===== config.mk =====
export PLATFORM = sky130hd
export DESIGN_NAME = sfla_ram
export DESIGN_NICKNAME = d
export VERILOG_FILES = /design/src/rtl/sfla_ram.sv
export SDC_FILE = /design/constraint.sdc
export NUM_CORES = 1
export LEC_CHECK = 0
export BUFFER_PORTS_ARGS = -buffer_cell sky130_fd_sc_hd__clkbuf_2
export CAP_MARGIN = 25
export CORE_MARGIN = 4
export CORE_UTILIZATION = 45
export CTS_CLUSTER_SIZE = 24
export DETAILED_ROUTE_END_ITERATION = 8
export GPL_ROUTABILITY_DRIVEN = 1
export SYNTH_ARGS = -nofsm -noshare
export SYNTH_HDL_FRONTEND = slang
export SYNTH_SLANG_ARGS = --single-unit

===== constraint.sdc =====
create_clock -name clk -period 5.4 [get_ports clk]
set_clock_uncertainty 0.1 [all_clocks]
set_input_delay 1.35 -clock clk [delete_from_list [all_inputs] [get_ports clk]]
set_output_delay 1.35 -clock clk [all_outputs]
set_load 0.01 [all_outputs]

===== src/rtl/sfla_ram.sv =====
// Generic single-port-write, single-port-read RAM with registered read data.
module sfla_ram #(
	parameter int WIDTH = 8,
	parameter int DEPTH = 16
) (
	input  logic                     clk,
	input  logic                     we,
	input  logic [$clog2(DEPTH)-1:0] waddr,
	input  logic [WIDTH-1:0]         wdata,
	input  logic [$clog2(DEPTH)-1:0] raddr,
	output logic [WIDTH-1:0]         rdata
);

	logic [WIDTH-1:0] mem [DEPTH];

	always_ff @(posedge clk) begin
		if (we) begin
			mem[waddr] <= wdata;
		end
		rdata <= mem[raddr];
	end

endmodule


==> results.txt, run 1 <==
The row count is 38. The kind of path behind the tightest hold check is flop to flop. The proportion of power drawn by the clock network came out at 0.449. The switching part of the total power came out at 0.196. In this run the standard cell core region covers roughly 0.011 mm2. In this run the remaining antenna-violating nets after routing total 0.

TritonCTS built the clock tree. The delay contributed by the slowest stage of the critical path came out at 550 ps. The final hold violation count came out at 0. The die covers between 0.01 and 0.015 mm2. The area of the mapped netlist came out at just over 0.005 mm2. The detailed placer's ending HPWL is around 6200 um. The largest buffer count on any clock path is 2. The post-synthesis cell type count came out at 19. The signal on the critical path passes through clkbuf_2 -> buf_16 -> buf_4 -> mux4_1 -> a22oi_1 -> nand2_1. Yosys printed 0 warnings.

The worst ir drop on vdd came out at 224 uV. Setup repair after global routing left no endpoint under its margin. The initial DRC count is roughly 160.

The effective utilization at floorplan is 0.467. The total of flip-flops plus latches after synthesis came out at 136. The analysis attributes to cell leakage a power of 2.00 nW. The repair_antennas step left the layout with diodes totalling 0. The nature of the critical path startpoint is an input pin. The first detailed-routing pass took 4 iterations. The number of pins with negative max-slew slack in the final report is 0. The via count is between 2,000 and 2,500.

The floorplan die height is 115 um. In the finished design, the share of the clock period the worst path needs comes to 0.527. The number of input and output port buffers inserted is 25. The overall fraction of global-route tracks in use is 0.161. The tool flagged a number of max-cap violations equal to 0. The H-tree was split into 4 levels.

For this run, the top clock speed supported by timing is 352 MHz. The wire length of the first global-routing pass came out at 14,900 um. In the routed layout, each cell is associated on average with a via count of around 5.5.

The layout-stage area growth over the synthesis result is 16.0%. The number of clock sinks is 136. The slew at the pin with the worst max-slew slack came out at 961 ps. The highest fanout seen on the critical path is 15. The number of antenna violations at the first check in global routing is 0.

The fill cell instance count of the final layout is 845. The largest individual stage delay along the critical path comes from the cell sky130_fd_sc_hd__mux4_1. Entering global routing, the biggest net connects 33 pins.

The required time of the critical path came out at 5580 ps. The total negative slack is 0 ps. Internal power comes to 1.89 mW. The final global-route overflow total is 0. The post-detailed-route DRC marker count is 0.

Clock-pin slew was measured on the worst setup and hold paths at roughly 60 ps. The total of endpoints with negative setup slack in the final report came out at 0. STA classifies the critical path endpoint as a flop. The flow ran to the end, and the final reports show no timing, DRC or antenna violations. For the worst-skew pair, the clock arrives at the later sink with an insertion delay of ~400 ps. The critical path is of the input pin to flop type.

The total power of the final layout is 2.35 mW. The arrival time at the worst endpoint came out at 3030 ps. For this run, the register share of the synthesized area comes to 0.778. The routed length per instance is about 23 um. The minimum period implied by the final worst setup slack came out at 2840 ps.

The net count of the mapped netlist came out at 247. The clock buffer count from CTS came out at 17. For this design the ratio of total power to cell area is ~390 mW/mm2.

The number of cells produced by synthesis is around 230. In this run the power spent charging and discharging nets is 461 uW. The cell sitting at the root of the clock tree is a sky130_fd_sc_hd__clkbuf_16. Dividing the synthesized area by the synthesized cell count gives 22.5 um2. The I/O pin count is 26.

The relative slew slack came out at 0.357. In this run, post-CTS hold repair placed 0 buffers. Wires add up to between 9000 and 10,000 um. After clock tree synthesis, the setup repair step added 0 buffers. At the end of routability-driven placement, the weighted congestion stood at 0.708. The number of nets at the end of the flow came out at 287. In the final layout, the share of cells above drive strength 1 is 0.266. The number of gates resized after cts is 0. The share of power burned in registers is 0.505. The combinational power share is 0.045. The die boundary width is around 110 um. The via count of the first global-routing pass came to 2,490.
-- registers in the layout, summed over array words and instances, names as in the netlist --
name,flops
mem,128
rdata,8
-- per-layer routing --
| metal | GRT usage | vias to the layer above | wire length (um) |
|---|---|---|---|
| met1 | 0.209 | 1219 | 4120 |
| li1 | - | 1051 | - |
| met4 | 0.0696 | 0 | 147 |
| met3 | 0.0474 | 10 | 435 |
| met5 | 0 | - | 0 |
| met2 | 0.257 | 58 | 4960 |
-- placed cells by master, fill, tap and decap left out, drive strengths merged --
cell	Yosys	routed
a22oi	16	16
and2	1	1
and2b	1	1
buf	7	6
bufinv	0	2
clkbuf	0	44
clkinv	0	10
clkinvlp	0	1
dfxtp	8	8
edfxtp	128	128
mux4	32	32
nand2	9	9
nand2b	2	2
nand3	1	1
nand3b	2	2
nor2	13	13
nor2b	1	1
nor3	4	4
or3b	1	1
-- synthesized netlist by cell type --
cell type / instances / area [um2]
sky130_fd_sc_hd__and2_1: 1 / 6.26
sky130_fd_sc_hd__dfxtp_1: 8 / 160
sky130_fd_sc_hd__mux4_1: 14 / 368
sky130_fd_sc_hd__mux4_2: 18 / 405
sky130_fd_sc_hd__nand2b_1: 2 / 12.5
sky130_fd_sc_hd__clkdlybuf4s25_2: 3 / 30.0
sky130_fd_sc_hd__and2b_1: 1 / 7.51
sky130_fd_sc_hd__nor3_1: 4 / 20.0
sky130_fd_sc_hd__nand3_1: 1 / 5.00
sky130_fd_sc_hd__a22oi_1: 16 / 120
sky130_fd_sc_hd__nand3b_1: 2 / 15.0
sky130_fd_sc_hd__buf_2: 3 / 15.0
sky130_fd_sc_hd__or3b_2: 1 / 8.76
sky130_fd_sc_hd__buf_4: 1 / 7.51
sky130_fd_sc_hd__edfxtp_1: 128 / 3840
sky130_fd_sc_hd__nand2_1: 9 / 33.8
sky130_fd_sc_hd__buf_6: 3 / 33.8
sky130_fd_sc_hd__nor2b_1: 1 / 6.26
sky130_fd_sc_hd__nor2_1: 13 / 48.8
-- power groups by stage --
| stage | Combinational (mW) | Sequential (mW) | Clock (mW) |
|---|---|---|---|
| 2_1_floorplan | 0.0599 | 1.21 | 0 |
| 6_report | 0.106 | 1.19 | 1.06 |
| 4_1_cts | 0.109 | 1.19 | 1.07 |
| 3_3_place_gp | 0.105 | 1.21 | 0 |
| 5_1_grt | 0.118 | 1.19 | 1.12 |
| 3_5_place_dp | 0.109 | 1.21 | 0 |
-- critical path: cells and delay by family --
family	cells	cell delay (ps)
muxes	1	550
and+or+nand+nor	1	80
buffers and inverters	3	840
AOI/OAI and AO/OA	1	190
-- final timing paths --
path	startpoint	to	slack, ps	depth (start not counted)
worst max-delay path	raddr[0]	rdata[5]$_DFF_P_	2560	6
worst min-delay path	mem[14][2]$_DFFE_PP_	rdata[2]$_DFF_P_	580	3
worst max register to register	mem[9][5]$_DFFE_PP_	rdata[5]$_DFF_P_	3940	3
worst min register to register	mem[14][2]$_DFFE_PP_	rdata[2]$_DFF_P_	580	3
-- cell type report --
class                           instances  area, um2  share of cell area
Sequential cell                       136       4000               0.671
Tap cell                              140        175              0.0293
Clock inverter                         13        111              0.0187
Multi-Input combinational cell         83       1060               0.177
Timing Repair Buffer                   31        190              0.0319
Clock buffer                           19        433              0.0725
-- stage by stage --
stage	cells	hold WS (ps)	worst slack, ps	utilization	area [um2]
6_report	422	582	2560	0.541	5970
5_1_grt	422	608	2380	0.541	5970
4_1_cts	422	585	2520	0.541	5970
3_5_place_dp	390	572	2090	0.492	5430
3_3_place_gp	389	553	1870	0.489	5400
2_1_floorplan	229	529	2460	-	5150
-- cells by family after synthesis --
logic type | synth area share
buf+inv | 0.0168
compound gates | 0.0233
simple gates | 0.0318
flops | 0.778
mux | 0.150
Note: power is estimated with default switching activity, not from simulation.
==> run 2: changes to the inputs <==
==> constraint.sdc (replaced) <==
create_clock -name clk -period 2.4 [get_ports clk]
set_clock_uncertainty 0.1 [all_clocks]
set_input_delay 0.6 -clock clk [delete_from_list [all_inputs] [get_ports clk]]
set_output_delay 0.6 -clock clk [all_outputs]
set_load 0.01 [all_outputs]
==> results.txt, run 2 (synthesized netlist as in run 1, its figures left out) <==
The share of layout cells above drive strength 1 is 0.329. The critical path capture point type is a flop. TritonCTS built the clock tree.

In the final routed layout, each cell accounts on average for 23.1 um. The clock latency at the later pin of the worst-skew pair came out at 410 ps. The arrival time at the worst endpoint came out at ~2000 ps. The fraction of the core area covered by cells at the end of the flow is 0.556. For this block, the initial DRC count from the detailed router was approximately 170. The placed cell area is 0.00555 mm2. The die boundary width is 115 um. The floorplan die height is between 100 and 150 um. The number of pins with negative max-slew slack in the final report is 0. The final hold violation count came out at 0. The relative slew slack is 0.712. The count of placed standard cells including taps is approximately 410. The kind of path behind the tightest hold check is input pin to flop. In this run the most critical hold path is launched from wdata[6]. The first global-routing pass estimated roughly 16,000 um of wire. The die covers 0.0132 mm2. The final non-filler cell total is 438. The antenna diode count is 0.

In the finished design, the share of the clock period the worst path needs comes to 0.741. For the pin with the worst max-slew slack, the measured transition is 431 ps. The root buffer cell is sky130_fd_sc_hd__clkbuf_16. The number of nets at the end of the flow is 303. Setup repair after global routing left no endpoint under its margin. The cell family contributing the most delay on the critical path is multiplexers. The layout-stage area growth over the synthesis result came out at 19.2%. The via count came out at about 2,400.

Row generation in the floorplan step produced 38 rows. The number of antenna violations at the first check in global routing is 0. The worst setup path is of the input pin to flop kind. The delay contributed by the slowest stage of the critical path came out at 590 ps. The pin count of the biggest net entering global routing is 33. The number of detailed-route iterations in the first pass is 4. The number of H-tree branching levels is 4. The run finished with clean final reports. The number of gates resized after cts came out at 0.

VDD sags by at most 452 uV. The core box area is 0.0110 mm2. The top register by number of flip-flops is mem. Summed over all cells, the static leakage comes to 2.10 nW. The buffering stage count on the worst path with inverters included came out at 2. Setup violations remaining at the end of the flow were counted as 0. In the layout the commonest cells are sky130_fd_sc_hd__edfxtp_1, sky130_fd_sc_hd__clkbuf_2, sky130_fd_sc_hd__buf_4, sky130_fd_sc_hd__mux4_2, sky130_fd_sc_hd__clkbuf_16. The overall fraction of global-route tracks in use came out at 0.169.

The via count of the first global-routing pass came out at between 2,000 and 3,000. The post-detailed-route DRC marker count came out at 0. The residual antenna-violating net count after detailed routing came out at 0. The tool flagged a number of max-cap violations equal to 0. The flip-flop count of the largest register, all copies and words added is between 100 and 150. The highest fanout seen on the critical path came out at 32. The detailed-route vias per instance came out at 5.48. The number of setup buffers added after CTS is 0. The worst hold path terminates at mem[4][6]$_DFFE_PP_. The areal power density over the cells came out at 887 mW/mm2. The effective utilization at floorplan came out at 0.467.

The I/O pin count came out at 26. The fmax is about 560 MHz. Across all register-to-register paths, the minimum setup slack is 920 ps. The clock buffer count from CTS is 17. The reg-to-reg critical path startpoint is mem[9][3]$_DFFE_PP_.

The minimum setup slack after placement is between 150 and 200 ps. For the worst setup path, the data required time is 2590 ps. At the end of routability-driven placement, the weighted congestion stood at between 0.7 and 0.8. The final wirelength is 10,100 um.

The slowest stage of the critical path is the sky130_fd_sc_hd__mux4_1 cell. The largest buffer count on any clock path is 2. In the final layout, the registers with the most flip-flops are mem: 128 flops, rdata: 8 flops. The library cell used most frequently in the layout, excluding fill and tap cells, is sky130_fd_sc_hd__edfxtp_1. The number of cells on the worst reg-to-reg path is 3.

The detailed placer's ending HPWL came out at 6600 um. The final global-route overflow total is 0. The worst setup path is launched from an input pin. The CTS clock-pin slew for the worst setup and hold paths came out at 60 ps. The fill cell instance count of the final layout is 831. After clock tree synthesis, the flow added hold-fix buffers numbering 0. Setup total negative slack on the finished layout was measured at 0 ps.

The number of input and output port buffers inserted came out at 25. The final worst setup slack came out at 622 ps. The signal on the critical path passes through clkbuf_2 -> buf_12 -> mux4_1 -> a22oi_1 -> nand2_1. The post-route standard cell area excluding fillers is a little over 0.006 mm2.

The endpoint identified for the worst register-to-register timing path is rdata[3]$_DFF_P_. The clock drives 136 sinks. The cell count of the worst hold path came out at 1.

The minimum period implied by the final worst setup slack came out at 1780 ps.
run 2: cell count changes in the layout (fill, tap and decap cells not counted), sizes merged:
cell and change:
inv +8, clkinvlp +2, bufinv -1, buf +16, clkinv -7, clkbuf -2
run 2: how the worst max path moves through the flow:
stage | slack [ps] | cells past startpoint | from | end
2_1_floorplan | 210 | 2 | waddr[2] | mem[0][0]$_DFFE_PP_
3_3_place_gp | 180 | 5 | raddr[0] | rdata[0]$_DFF_P_
3_5_place_dp | 200 | 5 | raddr[0] | rdata[3]$_DFF_P_
4_1_cts | 620 | 5 | raddr[0] | rdata[0]$_DFF_P_
5_1_grt | 570 | 5 | raddr[0] | rdata[3]$_DFF_P_
6_report | 620 | 5 | raddr[0] | rdata[0]$_DFF_P_
run 2: cell type report:
class / instances / area (um2) / area share
Multi-Input combinational cell: 83 / 1060 / 0.172
Timing Repair Buffer: 47 / 315 / 0.0514
Clock buffer: 17 / 425 / 0.0694
Sequential cell: 136 / 4000 / 0.653
Clock inverter: 15 / 156 / 0.0255
Tap cell: 140 / 175 / 0.0286
run 2: through the flow:
stage          hold WS (ps)  power [mW]
2_1_floorplan           529        2.86
3_3_place_gp            540        2.98
3_5_place_dp            556        2.98
4_1_cts                 496        5.49
5_1_grt                 532        5.64
6_report                502        5.44
run 2: power by group:
part           leakage (nW)  total, mW  switching [mW]  internal [mW]
registers              1.22       2.67          0.0175           2.65
logic                 0.600      0.254           0.145          0.109
clock network         0.277       2.52            1.05           1.47
total                  2.10       5.44            1.21           4.23
run 2: worst reg2reg max path, cell delays in order (launching register included):
cell and delay (ps):
sky130_fd_sc_hd__edfxtp_1 350, sky130_fd_sc_hd__mux4_1 510, sky130_fd_sc_hd__a22oi_1 320, sky130_fd_sc_hd__nand2_1 80
run 2: routing by layer:
layer / GRT usage / vias up / wire length [um]
met5: 0 / - / 0
met4: 0.0610 / 0 / 136
met3: 0.0484 / 13 / 493
met2: 0.252 / 81 / 4850
met1: 0.240 / 1215 / 4650
li1: - / 1092 / -
==> run 3: changes to the inputs <==
==> constraint.sdc (replaced) <==
create_clock -name clk -period 1.5 [get_ports clk]
set_clock_uncertainty 0.1 [all_clocks]
set_input_delay 0.375 -clock clk [delete_from_list [all_inputs] [get_ports clk]]
set_output_delay 0.375 -clock clk [all_outputs]
set_load 0.01 [all_outputs]
==> results.txt, run 3 (synthesized netlist as in run 1, its figures left out) <==
The total power of the final layout is 8.76 mW. Dividing the detail-routed via count by the number of cells gives 5.43. The number of detailed-route iterations in the first pass came out at 4. Of the cells placed in the final design, the portion with a size suffix greater than 1 is 0.423. The number of antenna diodes in the final layout is 0. The routing usage on met3 came out at 0.0416. Summed over all cells, the static leakage comes to around 2.2 nW. The most frequent standard cell in the layout excluding fill and tap cells is sky130_fd_sc_hd__edfxtp_1. The count of placed standard cells including taps came out at 420.

The via count of the first global-routing pass is roughly 2,700. The floorplan die height came out at 115 um. The number of gates resized after cts is 0. The flow ran to the end, and the final reports show no timing, DRC or antenna violations. The arrival time at the worst endpoint came out at 1600 ps. Detailed routing inserted a total of 2,456 vias. In this run the power density over the cells is 1380 mW/mm2. The total of endpoints with negative setup slack in the final report is 0. The relative slew slack is 0.473. The clock buffer count from CTS came out at 17. The critical path capture point type is a flop. Together, buffers and inverters on the worst path number 2. The first global-routing pass estimated ~16,000 um of wire.

Of the available clock period, the critical path in the final layout requires 0.944. The finished cells cover 0.00634 mm2. In this run the worst path has a maximum fanout of 16. The clock drives 136 sinks. The start point of the worst min-delay path is wdata[6]. TritonCTS built the clock tree. The flip-flop count of the largest register, all copies and words added is between 100 and 150. The final global-route overflow total is 0. The number of pins with negative max-slew slack in the final report came to 0. The top cell types in the final layout, fill and taps aside, are sky130_fd_sc_hd__edfxtp_1, sky130_fd_sc_hd__mux4_2, sky130_fd_sc_hd__buf_4, sky130_fd_sc_hd__clkbuf_2, sky130_fd_sc_hd__clkbuf_16.

The final hold violation count is 0. After clock tree synthesis, the clock-pin slew on the worst setup and hold paths is 50 ps. The residual antenna-violating net count after detailed routing came out at 0.

The total negative slack is 0 ps. The final worst hold slack is 287 ps. Setup repair after global routing left no endpoint under its margin. The overall fraction of global-route tracks in use came out at 0.172. The row count came out at 38.

The die footprint is roughly 0.013 mm2. Across the run, the number of max-cap violations was 0. The met1 layer usage reported by global route is 0.243. The delay contributed by the slowest stage of the critical path is around 520 ps. The clock latency at the later pin of the worst-skew pair is between 400 and 500 ps. The placed cell area is about 0.0057 mm2.

Counting instances, the worst hold path has a depth of 1. The largest registers in the layout are mem: 128 flops, rdata: 8 flops. The setup fix buffers added after clock tree synthesis came out at 0. The final worst setup slack is 83.5 ps. The number of input and output port buffers inserted came out at 25. For this run, the share of the core covered by cells in the final layout is 0.575. The end of the worst register-to-register path is rdata[1]$_DFF_P_.

The category of the most critical setup path is input pin to flop. The I/O pin count is 26. The library cell contributing the largest single delay on the critical path is sky130_fd_sc_hd__mux4_2. The routed length per instance came out at 22.3 um. Counting cells, the worst reg-to-reg path comes to 3. Walking the worst path, the cells encountered are clkbuf_2 -> buf_12 -> mux4_2 -> a22oi_1 -> nand2_1. The longest clock path from root to sink contains 2 buffers. At the pin with the least slew margin, the transition time is between 700 and 800 ps.

The internal reg-to-reg setup slack came out at 90 ps. The top register by number of flip-flops is mem. The worst ir drop on vdd came out at 655 uV. The core box area is ~0.011 mm2. The congestion estimate from routability-driven global placement came to approximately 0.7. For the worst setup path, the data required time is about 1700 ps. For met2 alone, demand over resource in global routing was 0.264. On the critical path the largest part of the delay comes from multiplexers. The minimum setup slack after placement is -368 ps. The minimum period implied by the final worst setup slack came out at 1420 ps. The final non-filler cell total is 452. Relative to the synthesized area, the layout overhead comes to 23.2%. The fmax is 706 MHz.

For this block, the routed nets add up to 10,100 um of wire. The effective utilization at floorplan is 0.467. For hold timing, the worst endpoint is mem[7][6]$_DFFE_PP_. The root buffer cell is sky130_fd_sc_hd__clkbuf_16. The tightest min-delay check is of the input pin to flop type. The startpoint identified for the worst register-to-register timing path is mem[11][1]$_DFFE_PP_. The die boundary width came out at approximately 110 um. The number of H-tree branching levels came out at 4. The number of antenna violations at the first check in global routing is 0. The layer flagged by global routing as most heavily used is met2. The worst setup path is launched from an input pin. The detailed router finished its first iteration with 162 violations.

The detailed placer's ending HPWL came out at between 6000 and 7000 um. The number of buffers inserted by hold repair at cts is 0. The number of nets at the end of the flow is between 300 and 400. The post-detailed-route DRC marker count is 0.

Entering global routing, the biggest net connects 26 pins. The filler cells instantiated in the layout total roughly 840.
-- run 3: cell count changes in the layout (fill, tap and decap cells not counted), sizes merged --
cell / previous run / this run
clkbuf: 42 / 48
bufinv: 1 / 2
clkinv: 3 / 6
inv: 8 / 0
buf: 22 / 36
clkinvlp: 3 / 1
-- run 3: power by group --
part / internal (mW) / total, mW / switching, mW
clock network: 2.60 / 4.02 / 1.42
registers: 4.25 / 4.28 / 0.0271
logic: 0.209 / 0.456 / 0.247
-- run 3: worst max-delay path by stage --
| stage | start | to | slack (ps) | cells past startpoint |
|---|---|---|---|---|
| detailed placement | raddr[0] | rdata[3]$_DFF_P_ | -370 | 5 |
| global placement | raddr[0] | rdata[1]$_DFF_P_ | -360 | 5 |
| finish | raddr[0] | rdata[1]$_DFF_P_ | 80 | 5 |
| CTS | mem[11][1]$_DFFE_PP_ | rdata[1]$_DFF_P_ | 60 | 3 |
| global route | raddr[0] | rdata[6]$_DFF_P_ | 10 | 5 |
| floorplan | waddr[2] | mem[0][0]$_DFFE_PP_ | -110 | 2 |
-- run 3: cell type report --
cell class / instances / area, um2 / share of cell area
Clock buffer: 23 / 488 / 0.0769
Clock inverter: 9 / 97.6 / 0.0154
Multi-Input combinational cell: 83 / 1070 / 0.169
Sequential cell: 136 / 4000 / 0.631
Tap cell: 140 / 175 / 0.0276
Timing Repair Buffer: 61 / 508 / 0.0801
-- run 3: per-layer routing --
layer	vias up	share of wire	routed length [um]
li1	1104	-	-
met1	1258	0.43	4320
met2	85	0.49	4960
met3	9	0.069	697
met4	0	0.0096	97
met5	-	0	0
